<file path="config.mk">
export PLATFORM = sky130hd
export DESIGN_NAME = step_frequency_servo
export DESIGN_NICKNAME = d
export VERILOG_FILES = /design/src/rtl/core/sfs_pkg.sv /design/src/rtl/core/sfs_mul.sv /design/src/rtl/core/sfs_div.sv /design/src/rtl/core/step_frequency_servo.sv
export SDC_FILE = /design/constraint.sdc
export NUM_CORES = 2
export LEC_CHECK = 0
export CAP_MARGIN = 20
export CORE_AREA = 4 4 513 617
export DETAILED_ROUTE_END_ITERATION = 8
export DIE_AREA = 0 0 517 621
export DONT_BUFFER_PORTS = 1
export GPL_ROUTABILITY_DRIVEN = 0
export PLACE_DENSITY_LB_ADDON = 0.25
export SLEW_MARGIN = 20
export SYNTH_ARGS = -nofsm -noshare
export SYNTH_HDL_FRONTEND = slang
export SYNTH_SLANG_ARGS = --single-unit
</file>
<file path="constraint.sdc">
create_clock -name i_clk -period 10.8 [get_ports i_clk]
set_clock_uncertainty 0.1 [all_clocks]
set_input_delay 2.16 -clock i_clk [delete_from_list [all_inputs] [get_ports i_clk]]
set_output_delay 2.16 -clock i_clk [all_outputs]
set_load 0.01 [all_outputs]
</file>
<file path="src/rtl/core/sfs_pkg.sv">
// Shared types and constants for the step frequency servo.
// Used by sfs_mul, sfs_div and step_frequency_servo; depends on nothing.
`default_nettype none
package sfs_pkg;

    localparam int MUL_A_W   = 64;
    localparam int MUL_B_W   = 32;
    localparam int MUL_STEPS = MUL_B_W;
    localparam int MUL_CNT_W = $clog2(MUL_STEPS);
    localparam int DIV_N_W   = 64;
    localparam int DIV_D_W   = 32;
    localparam int DIV_STEPS = DIV_N_W;
    localparam int DIV_CNT_W = $clog2(DIV_STEPS);

    localparam logic [31:0] ONE_Q16  = 32'h0001_0000;
    localparam logic [17:0] BASE_MIN = 18'd40000;
    localparam logic [17:0] BASE_MAX = 18'd240000;
    localparam logic [15:0] GAIN_ONE = 16'd256;
    localparam logic [62:0] SAT_Q62  = {1'b1, 62'd0};

    localparam logic [2:0] REG_POS_MODE  = 3'd0;
    localparam logic [2:0] REG_STEPS     = 3'd1;
    localparam logic [2:0] REG_BASE_FREQ = 3'd2;
    localparam logic [2:0] REG_MAX_VEL   = 3'd3;
    localparam logic [2:0] REG_MAX_ACC   = 3'd4;
    localparam logic [2:0] REG_RATE      = 3'd5;

    typedef struct packed {
        logic                 start;
        logic [MUL_A_W-1:0]   opa;
        logic [MUL_B_W-1:0]   opb;
    } t_unit_req;

    typedef enum logic [3:0] {
        S_IDLE, S_LIMU, S_ACC, S_ADIV, S_SEL, S_DB, S_DEAD, S_EG,
        S_TR, S_TF, S_VEL, S_VS, S_SLEW1, S_SLEW2, S_SLEW3, S_OUT
    } t_state;

endpackage
`default_nettype wire

</file>
<file path="src/rtl/core/sfs_mul.sv">
// Bit-serial unsigned shift-add multiplier, one multiplier bit per cycle.
// Depends on sfs_pkg.
`default_nettype none
module sfs_mul (
    input  wire logic               i_clk,
    input  wire logic               i_rst_n,
    input  wire sfs_pkg::t_unit_req i_req,
    output logic                    o_done,
    output logic [95:0]             o_prod
);
    import sfs_pkg::*;

    logic [MUL_A_W-1:0]   r_a;
    logic [MUL_A_W-1:0]   r_hi;
    logic [MUL_B_W-1:0]   r_lo;
    logic [MUL_CNT_W-1:0] r_cnt;
    logic                 r_busy;
    logic                 r_done;
    logic [MUL_A_W:0]     n_sum;

    always_comb begin
        n_sum = {1'b0, r_hi} + (r_lo[0] ? {1'b0, r_a} : '0);
    end

    always_ff @(posedge i_clk) begin
        if (!i_rst_n) begin
            r_busy <= 1'b0;
            r_done <= 1'b0;
            r_cnt  <= '0;
        end else begin
            r_done <= 1'b0;
            if (i_req.start) begin
                r_busy <= 1'b1;
                r_cnt  <= '0;
            end else if (r_busy) begin
                r_cnt <= r_cnt + 1'b1;
                if (r_cnt == MUL_CNT_W'(MUL_STEPS - 1)) begin
                    r_busy <= 1'b0;
                    r_done <= 1'b1;
                end
            end
        end
    end

    always_ff @(posedge i_clk) begin
        if (i_req.start) begin
            r_a  <= i_req.opa;
            r_hi <= '0;
            r_lo <= i_req.opb;
        end else if (r_busy) begin
            r_hi <= n_sum[MUL_A_W:1];
            r_lo <= {n_sum[0], r_lo[MUL_B_W-1:1]};
        end
    end

    assign o_done = r_done;
    assign o_prod = {r_hi, r_lo};

endmodule
`default_nettype wire

</file>
<file path="src/rtl/core/sfs_div.sv">
// Restoring radix-2 divider, one quotient bit per cycle.
// Depends on sfs_pkg; the divisor must be nonzero.
`default_nettype none
module sfs_div (
    input  wire logic               i_clk,
    input  wire logic               i_rst_n,
    input  wire sfs_pkg::t_unit_req i_req,
    output logic                    o_done,
    output logic [63:0]             o_quot
);
    import sfs_pkg::*;

    logic [DIV_N_W-1:0]   r_q;
    logic [DIV_D_W-1:0]   r_rem;
    logic [DIV_D_W-1:0]   r_d;
    logic [DIV_CNT_W-1:0] r_cnt;
    logic                 r_busy;
    logic                 r_done;
    logic [DIV_D_W:0]     n_trial;
    logic [DIV_D_W:0]     n_diff;
    logic                 n_ge;

    always_comb begin
        n_trial = {r_rem, r_q[DIV_N_W-1]};
        n_diff  = n_trial - {1'b0, r_d};
        n_ge    = (n_trial >= {1'b0, r_d});
    end

    always_ff @(posedge i_clk) begin
        if (!i_rst_n) begin
            r_busy <= 1'b0;
            r_done <= 1'b0;
            r_cnt  <= '0;
        end else begin
            r_done <= 1'b0;
            if (i_req.start) begin
                r_busy <= 1'b1;
                r_cnt  <= '0;
            end else if (r_busy) begin
                r_cnt <= r_cnt + 1'b1;
                if (r_cnt == DIV_CNT_W'(DIV_STEPS - 1)) begin
                    r_busy <= 1'b0;
                    r_done <= 1'b1;
                end
            end
        end
    end

    always_ff @(posedge i_clk) begin
        if (i_req.start) begin
            r_q   <= i_req.opa;
            r_d   <= i_req.opb;
            r_rem <= '0;
        end else if (r_busy) begin
            r_rem <= n_ge ? n_diff[DIV_D_W-1:0] : n_trial[DIV_D_W-1:0];
            r_q   <= {r_q[DIV_N_W-2:0], n_ge};
        end
    end

    assign o_done = r_done;
    assign o_quot = r_q;

endmodule
`default_nettype wire

</file>
<file path="src/rtl/core/step_frequency_servo.sv">
// Step frequency servo top level: configuration registers, sequencer and datapath.
// Depends on sfs_pkg, sfs_mul and sfs_div.
//
// One request on the slave stream carries one joint's servo inputs for one tick;
// the block answers with exactly one request on the master stream holding the
// new signed step frequency. Configuration registers are written through the
// cfg channel, which is always ready; they must only change while the block is
// idle. Work is sequential: s_axis_tready is high only between items. The work
// of an item is done by the shared bit-serial multiplier (three to six products
// per item) and the radix-2 divider (none to two quotients per item; a zero
// acceleration limit or a given deadband skips one).
// The result sits in an output register, so a stalled receiver does not keep
// the next item from being taken; only a second result waits for the first to
// drain. Reset restores the register defaults (position mode, 1.0 step per
// unit, 200000 steps/s base, no velocity limit, acceleration 1.0, 1000 Hz) and
// clears the frequency and the last target.
`default_nettype none
module step_frequency_servo (
    input  wire logic         i_clk,
    input  wire logic         i_rst_n,
    input  wire logic         s_axis_tvalid,
    output logic              s_axis_tready,
    // position_target[31:0], position_actual[63:32], velocity_target[95:64],
    // proportional_gain[111:96], feedforward_gain[127:112],
    // error_deadband[158:128], joint_enable[159]
    input  wire logic [159:0] s_axis_tdata,
    output logic              m_axis_tvalid,
    input  wire logic         m_axis_tready,
    // step_frequency[18:0], zero padding [23:19]
    output logic [23:0]       m_axis_tdata,
    input  wire logic         i_cfg_valid,
    output logic              o_cfg_ready,
    input  wire logic [2:0]   i_cfg_index,
    input  wire logic [31:0]  i_cfg_data
);
    import sfs_pkg::*;

    // configuration
    logic        r_pos_mode;
    logic [31:0] r_spu;
    logic [17:0] r_base;
    logic [30:0] r_maxv;
    logic [30:0] r_maxa;
    logic [16:0] r_rate;

    // latched item
    logic [31:0] r_p, r_f, r_v;
    logic [15:0] r_g, r_ff;
    logic [30:0] r_db;
    logic        r_en;

    // control and datapath state
    t_state      r_state, n_state;
    logic        r_launch;
    logic [49:0] r_limit, n_limit;
    logic [61:0] r_accp, n_accp;
    logic [49:0] r_dv, n_dv;
    logic [32:0] r_dbe, n_dbe;
    logic [33:0] r_e, n_e;
    logic [32:0] r_dp, n_dp;
    logic [33:0] r_emag, n_emag;
    logic        r_eneg, n_eneg;
    logic [32:0] r_dpmag, n_dpmag;
    logic [49:0] r_eg, n_eg;
    logic [49:0] r_t, n_t;
    logic [62:0] r_tf, n_tf;
    logic [63:0] r_velmag, n_velmag;
    logic        r_velneg, n_velneg;
    logic [49:0] r_cmdmag, n_cmdmag;
    logic        r_cmdneg, n_cmdneg;
    logic [51:0] r_cmd, n_cmd;
    logic [51:0] r_hi, n_hi;
    logic [51:0] r_lo, n_lo;
    logic [50:0] r_cur, n_cur;
    logic [31:0] r_last, n_last;
    logic [18:0] r_out, n_out;
    logic        r_ovalid, n_ovalid;

    // derived configuration; the user must keep it stable while an item is in work, the block does not enforce it
    logic [31:0] w_s;
    logic [31:0] w_as;
    logic        w_sneg;
    logic [17:0] w_base;
    logic [16:0] w_rate;

    t_unit_req   w_mreq, w_dreq;
    logic        w_mdone, w_ddone;
    logic [95:0] w_mprod;
    logic [63:0] w_dquot;

    logic        w_in_acc;
    logic [49:0] w_baselim;
    logic [57:0] w_lim40;
    logic [57:0] w_m;
    logic [33:0] w_d1, w_d2, w_dbs;
    logic [51:0] w_cur_x, w_next;
    logic [31:0] w_vmag;

    assign w_s    = (r_spu == '0) ? ONE_Q16 : r_spu;
    assign w_sneg = w_s[31];
    assign w_as   = w_sneg ? (32'd0 - w_s) : w_s;
    assign w_base = (r_base < BASE_MIN) ? BASE_MIN :
                    (r_base > BASE_MAX) ? BASE_MAX : r_base;
    assign w_rate = (r_rate == '0) ? 17'd1 : r_rate;
    assign w_baselim = {w_base, 32'd0};
    assign w_lim40   = {r_limit, 8'd0};
    assign w_cur_x   = {r_cur[50], r_cur};

    assign s_axis_tready = (r_state == S_IDLE);
    assign w_in_acc      = s_axis_tvalid && s_axis_tready;
    assign o_cfg_ready   = 1'b1;
    assign m_axis_tvalid = r_ovalid;
    assign m_axis_tdata  = {5'd0, r_out};

    sfs_mul u_mul (
        .i_clk   (i_clk),
        .i_rst_n (i_rst_n),
        .i_req   (w_mreq),
        .o_done  (w_mdone),
        .o_prod  (w_mprod)
    );

    sfs_div u_div (
        .i_clk   (i_clk),
        .i_rst_n (i_rst_n),
        .i_req   (w_dreq),
        .o_done  (w_ddone),
        .o_quot  (w_dquot)
    );

    // Operand selection for the shared units.
    always_comb begin
        w_mreq = '0;
        w_dreq = '0;
        case (r_state)
            S_LIMU: begin
                w_mreq.start = r_launch;
                w_mreq.opa   = {33'd0, r_maxv};
                w_mreq.opb   = w_as;
            end
            S_ACC: begin
                w_mreq.start = r_launch;
                w_mreq.opa   = {33'd0, r_maxa};
                w_mreq.opb   = w_as;
            end
            S_EG: begin
                w_mreq.start = r_launch;
                w_mreq.opa   = {30'd0, r_emag};
                w_mreq.opb   = {16'd0, r_g};
            end
            S_TR: begin
                w_mreq.start = r_launch;
                w_mreq.opa   = {31'd0, r_dpmag};
                w_mreq.opb   = {15'd0, w_rate};
            end
            S_TF: begin
                w_mreq.start = r_launch;
                w_mreq.opa   = {14'd0, r_t};
                w_mreq.opb   = {16'd0, r_ff};
            end
            S_VS: begin
                w_mreq.start = r_launch;
                w_mreq.opa   = r_velmag;
                w_mreq.opb   = w_as;
            end
            S_ADIV: begin
                w_dreq.start = r_launch;
                w_dreq.opa   = {2'd0, r_accp};
                w_dreq.opb   = {15'd0, w_rate};
            end
            S_DB: begin
                w_dreq.start = r_launch;
                w_dreq.opa   = 64'h0000_0001_0000_0000;
                w_dreq.opb   = w_as;
            end
            default: begin
            end
        endcase
    end

    always_comb begin
        n_state  = r_state;
        n_limit  = r_limit;
        n_accp   = r_accp;
        n_dv     = r_dv;
        n_dbe    = r_dbe;
        n_e      = r_e;
        n_dp     = r_dp;
        n_emag   = r_emag;
        n_eneg   = r_eneg;
        n_dpmag  = r_dpmag;
        n_eg     = r_eg;
        n_t      = r_t;
        n_tf     = r_tf;
        n_velmag = r_velmag;
        n_velneg = r_velneg;
        n_cmdmag = r_cmdmag;
        n_cmdneg = r_cmdneg;
        n_cmd    = r_cmd;
        n_hi     = r_hi;
        n_lo     = r_lo;
        n_cur    = r_cur;
        n_last   = r_last;
        n_out    = r_out;
        n_ovalid = r_ovalid;
        w_dbs    = {1'b0, r_dbe};
        w_d1     = r_e - w_dbs;
        w_d2     = r_e + w_dbs;
        w_m      = (w_mprod > {38'd0, w_lim40}) ? w_lim40 : w_mprod[57:0];
        w_vmag   = r_v[31] ? (32'd0 - r_v) : r_v;
        w_next   = r_cmd;

        if (r_ovalid && m_axis_tready) begin
            n_ovalid = 1'b0;
        end

        case (r_state)
            S_IDLE: begin
                if (w_in_acc) begin
                    n_state = S_LIMU;
                end
            end
            S_LIMU: begin
                if (w_mdone) begin
                    if ((r_maxv != '0) && (w_mprod[61:0] < {12'd0, w_baselim})) begin
                        n_limit = w_mprod[49:0];
                    end else begin
                        n_limit = w_baselim;
                    end
                    n_state = S_ACC;
                end
            end
            S_ACC: begin
                if (w_mdone) begin
                    n_accp = w_mprod[61:0];
                    if (r_maxa == '0) begin
                        n_dv    = r_limit;
                        n_state = S_SEL;
                    end else begin
                        n_state = S_ADIV;
                    end
                end
            end
            S_ADIV: begin
                if (w_ddone) begin
                    n_dv = (w_dquot < {14'd0, r_limit}) ? w_dquot[49:0] : r_limit;
                    n_state = S_SEL;
                end
            end
            S_SEL: begin
                if (r_pos_mode) begin
                    n_e    = {{2{r_p[31]}}, r_p} - {{2{r_f[31]}}, r_f};
                    n_dp   = {r_p[31], r_p} - {r_last[31], r_last};
                    n_last = r_p;
                    if (r_db == '0) begin
                        n_state = S_DB;
                    end else begin
                        n_dbe   = {2'd0, r_db};
                        n_state = S_DEAD;
                    end
                end else begin
                    n_velmag = {24'd0, w_vmag, 8'd0};
                    n_velneg = r_v[31];
                    n_state  = S_VS;
                end
            end
            S_DB: begin
                if (w_ddone) begin
                    n_dbe   = w_dquot[32:0];
                    n_state = S_DEAD;
                end
            end
            S_DEAD: begin
                // Errors inside the deadband count as zero; outside it they shrink by it.
                if (!w_d1[33] && (w_d1 != '0)) begin
                    n_emag = w_d1;
                    n_eneg = 1'b0;
                end else if (w_d2[33]) begin
                    n_emag = 34'd0 - w_d2;
                    n_eneg = 1'b1;
                end else begin
                    n_emag = '0;
                    n_eneg = 1'b0;
                end
                n_dpmag = r_dp[32] ? (33'd0 - r_dp) : r_dp;
                n_state = S_EG;
            end
            S_EG: begin
                if (w_mdone) begin
                    n_eg    = w_mprod[49:0];
                    n_state = S_TR;
                end
            end
            S_TR: begin
                if (w_mdone) begin
                    n_t     = w_mprod[49:0];
                    n_state = S_TF;
                end
            end
            S_TF: begin
                if (w_mdone) begin
                    n_tf    = (w_mprod[95:62] != '0) ? SAT_Q62 : w_mprod[62:0];
                    n_state = S_VEL;
                end
            end
            S_VEL: begin
                // Sign-magnitude sum of the proportional and feedforward terms.
                if (r_eneg == r_dp[32]) begin
                    n_velmag = {14'd0, r_eg} + {1'b0, r_tf};
                    n_velneg = r_eneg;
                end else if ({13'd0, r_eg} <= r_tf) begin
                    n_velmag = {1'b0, r_tf - {13'd0, r_eg}};
                    n_velneg = r_dp[32];
                end else begin
                    n_velmag = {14'd0, r_eg - r_tf[49:0]};
                    n_velneg = r_eneg;
                end
                n_state = S_VS;
            end
            S_VS: begin
                if (w_mdone) begin
                    n_cmdmag = w_m[57:8];
                    n_cmdneg = r_velneg ^ w_sneg;
                    n_state  = S_SLEW1;
                end
            end
            S_SLEW1: begin
                n_cmd   = r_cmdneg ? (52'd0 - {2'd0, r_cmdmag}) : {2'd0, r_cmdmag};
                n_hi    = w_cur_x + {2'd0, r_dv};
                n_state = S_SLEW2;
            end
            S_SLEW2: begin
                n_lo    = w_cur_x - {2'd0, r_dv};
                n_state = S_SLEW3;
            end
            S_SLEW3: begin
                if ($signed(r_cmd) > $signed(r_hi)) begin
                    w_next = r_hi;
                end else if ($signed(r_cmd) < $signed(r_lo)) begin
                    w_next = r_lo;
                end else begin
                    w_next = r_cmd;
                end
                if (!r_en) begin
                    w_next = '0;
                end
                n_cur   = w_next[50:0];
                n_state = S_OUT;
            end
            S_OUT: begin
                if (!r_ovalid || m_axis_tready) begin
                    // Integer part truncated toward zero.
                    n_out = r_cur[50:32] +
                            19'((r_cur[50] && (r_cur[31:0] != '0)) ? 1 : 0);
                    n_ovalid = 1'b1;
                    n_state  = S_IDLE;
                end
            end
            default: begin
                n_state = S_IDLE;
            end
        endcase
    end

    always_ff @(posedge i_clk) begin
        if (!i_rst_n) begin
            r_state    <= S_IDLE;
            r_launch   <= 1'b0;
            r_ovalid   <= 1'b0;
            r_cur      <= '0;
            r_last     <= '0;
            r_pos_mode <= 1'b1;
            r_spu      <= ONE_Q16;
            r_base     <= 18'd200000;
            r_maxv     <= '0;
            r_maxa     <= 31'(ONE_Q16);
            r_rate     <= 17'd1000;
        end else begin
            r_state  <= n_state;
            r_launch <= (n_state != r_state);
            r_ovalid <= n_ovalid;
            r_cur    <= n_cur;
            r_last   <= n_last;
            if (i_cfg_valid && o_cfg_ready) begin
                case (i_cfg_index)
                    REG_POS_MODE:  r_pos_mode <= i_cfg_data[0];
                    REG_STEPS:     r_spu      <= i_cfg_data;
                    REG_BASE_FREQ: r_base     <= i_cfg_data[17:0];
                    REG_MAX_VEL:   r_maxv     <= i_cfg_data[30:0];
                    REG_MAX_ACC:   r_maxa     <= i_cfg_data[30:0];
                    REG_RATE:      r_rate     <= i_cfg_data[16:0];
                    default: begin
                    end
                endcase
            end
        end
    end

    always_ff @(posedge i_clk) begin
        if (w_in_acc) begin
            r_p  <= s_axis_tdata[31:0];
            r_f  <= s_axis_tdata[63:32];
            r_v  <= s_axis_tdata[95:64];
            r_g  <= (s_axis_tdata[111:96] == '0) ? GAIN_ONE : s_axis_tdata[111:96];
            r_ff <= (s_axis_tdata[127:112] == '0) ? GAIN_ONE : s_axis_tdata[127:112];
            r_db <= s_axis_tdata[158:128];
            r_en <= s_axis_tdata[159];
        end
        r_limit  <= n_limit;
        r_accp   <= n_accp;
        r_dv     <= n_dv;
        r_dbe    <= n_dbe;
        r_e      <= n_e;
        r_dp     <= n_dp;
        r_emag   <= n_emag;
        r_eneg   <= n_eneg;
        r_dpmag  <= n_dpmag;
        r_eg     <= n_eg;
        r_t      <= n_t;
        r_tf     <= n_tf;
        r_velmag <= n_velmag;
        r_velneg <= n_velneg;
        r_cmdmag <= n_cmdmag;
        r_cmdneg <= n_cmdneg;
        r_cmd    <= n_cmd;
        r_hi     <= n_hi;
        r_lo     <= n_lo;
        r_out    <= n_out;
    end

endmodule
`default_nettype wire
</file>
==> impl_metrics.json <==
{
  "cts_tree": "done",
  "cts_made_buffers": 181,
  "nets": 10500,
  "clock_latency_ps": 880,
  "cts.path.max_buffers": 4,
  "fin_ws_ps": 5050,
  "critPathKind": "register to register",
  "hp-start": "r_last[3]",
  "hold_path_end": "r_last[3]",
  "seq_area_sq_um": 40700,
  "synthTopCellsByArea": "edfxtp_1 (37%), ha_1 (9.5%), dfxtp_1 (7.1%)",
  "multi_input_area_sq_um": 47900,
  "grt_max_degree": 175,
  "initial_utilization_pct": 29.9,
  "crit_path_max_fanout": 10,
  "r2r_slack_ps": 5050,
  "io_pins": 227,
  "grt_util_met3_pct": 3.32,
  "hold_path_class": "register to register",
  "wl_um": 343000,
  "drtPass1Iterations": 8,
  "synth_top_family_by_area": "compound AO/OA/AOI/OAI gates",
  "drt-wirelength-per-cell_um": 24.9,
  "synth_top_area_share_pct": 36.7,
  "drv_cap": 0,
  "fin_util_pct": 33.3,
  "power_mw": 15.5,
  "syn2layout_area_growth_pct": 11.2,
  "cp-start-kind": "register",
  "worst_pin_slew_ps": 1130,
  "synth_adder_area_share_pct": 9.74,
  "power_density_nw_per_um2": 150,
  "vdd_drop_max_uv": 149,
  "synth_common_cells": "edfxtp_1 (1134), nand2_1 (1071), nor2_1 (721)",
  "holdPathStages": 2,
  "synthFlopType": "edfxtp_1",
  "ys_seq_elements": 1464,
  "via_per_inst": 5.48,
  "synth-simple-area-share_pct": 15.6,
  "synth_area_sq_um": 92700,
  "htreeDepth": 4,
  "endpoint_kind": "register",
  "finalSetupViolCount": 0,
  "slew_violations": 0,
  "finalNonFillerCells": 13800,
  "final.period_utilization_pct": 53.2,
  "synth_mux_area_share_pct": 2.70,
  "dp_cells": 13400,
  "relSlewSlack_pct": 24.7,
  "setup_tns_ps": 0,
  "fillCellCount": 31600,
  "rsz0062_at_grt": "false",
  "first_iter_violations": 7125,
  "port_buffers": 0,
  "grt-ovfl-total": 0,
  "cts.sinks": 1464,
  "outcome": "finished, final reports clean",
  "ys_seq_area_share_pct": 43.8,
  "fmax_ghz": 0.174,
  "antenna_found_initial": 57,
  "ctsHoldBuffers": 0,
  "cts_root_buf": "clkbuf_16",
  "drc": 0,
  "report.final.hold_viol_count": 0,
  "rr_worst_depth": 14,
  "grt_pass1_vias": 73300,
  "drive_gt1_share_pct": 6.30,
  "synth_edf_count": 1134,
  "dieArea_sq_um": 321000,
  "row_count": 224,
  "core_sq_um": 310000,
  "yosys.cell_types.count": 102,
  "synthXorXnorAreaFrac_pct": 4.64,
  "yosys.area.top_type": "edfxtp_1",
  "pre_cts_slack_ps": 5260,
  "synth_warnings": 0,
  "fin_crit_ps": 5750,
  "hpwl_um": 261000,
  "cp.arrival_ps": 6250,
  "leakagePower_nw": 39.7,
  "reg2reg_from": "r_eg[1]",
  "ys_async_sr_fraction_pct": 0,
  "gr-max-usage-layer": "met2",
  "vias": 75500,
  "grt.total_usage_pct": 20.5,
  "ctsResizeCount": 0,
  "die_width_um": 517,
  "fp.dieH_um": 621,
  "syn_avg_cell_area_sq_um": 9.56,
  "cts_setup_buffers": 0,
  "synth_compound_area_share_pct": 18.7,
  "grt_util_met2_pct": 33.5,
  "worstPathRequired_ps": 11300,
  "ant_nets": 0,
  "syn_inst": 9698,
  "worstReg2RegEnd": "r_velmag[55]",
  "gr-usage-met1_pct": 25.3,
  "yosysMostFrequentCell": "edfxtp_1",
  "clkSlewWorstSetupHoldPaths_ps": 60,
  "grt_pass1_wl_um": 496000
}
-- final cells by class --
class	count	share of cell area [%]
timing repair buffer	140	1.03
sequential	1464	39.4
antenna	24	0.0582
tap	4068	4.93
clock buffer	226	4.73
clock inverter	100	0.887
inverter	686	2.50
multi-input combinational	7069	46.4
-- cell families after synthesis --
group,count (synthesis)
compound gates,2566
flops,1464
xor+xnor,489
mux,242
fa+ha+maj,715
buf+inv,1169
other cells,2
simple gates,3051
-- critical path, stage by stage, from the launching register on --
cell,delay (ps)
edfxtp_1,470
inv_1,200
ha_1,300
nand2b_1,170
a21oi_1,200
o21ai_0,200
a311oi_1,510
a41oi_1,320
a211oi_1,570
o2111ai_1,430
a211oi_1,700
o21ai_0,260
o21ai_1,720
a31o_2,260
a32oi_1,100
-- worst max path at each step --
stage | from | end
2_1_floorplan | r_state[2] | r_cmd[0]
6_report | r_eg[1] | r_velmag[55]
5_1_grt | r_eg[31] | r_velmag[40]
4_1_cts | r_eg[1] | r_velmag[55]
3_5_place_dp | r_eg[1] | r_velmag[55]
3_3_place_gp | r_eg[1] | r_velmag[57]
-- state kept, by name, summed over array words and instances (netlist names), 34 cells and up --
name and count:
r_eg 50, u_div.o_quot 64, r_lo 52, r_t 50, u_mul.r_hi 64, r_tf 63
u_mul.r_a 64, r_hi 52, r_cmd 51, r_velmag 64, r_cur 51, r_cmdmag 50
r_accp 62, r_dv 50, r_limit 50, r_emag 34
-- layer usage --
metal,up-vias,wire [um]
met5,-,87
met4,14,24900
met3,835,21800
met2,2994,157000
met1,36600,139000
li1,35000,-
-- placed cells by master (no fill, tap or decap), types with 133 or more instances in the layout --
cell	netlist	final
a21boi_0	167	167
a21o_1	243	243
a21oi_1	609	609
and2_1	194	187
buf_4	12	139
clkbuf_16	0	185
dfxtp_1	330	328
edfxtp_1	1134	1134
ha_1	704	704
inv_1	674	671
mux2i_1	180	180
nand2_1	1071	1069
nand3_1	188	187
nand4_1	133	133
nor2_1	721	708
nor3_1	139	133
o21ai_0	433	431
xnor2_1	364	363
-- through the flow --
stage / area (sq um) / hold WS [ps]
floorplan: 92800 / 343
global placement: 97300 / 350
detailed placement: 97300 / 356
CTS: 103000 / 364
global route: 103000 / 386
finish: 103000 / 368
-- where the power goes --
group,switching [mW],internal [mW],total (mW)
registers,0.266,6.36,6.62
logic,1.80,0.960,2.76
clock network,2.54,3.54,6.08
total,4.61,10.9,15.5
Note: power is estimated with default switching activity, not from simulation.
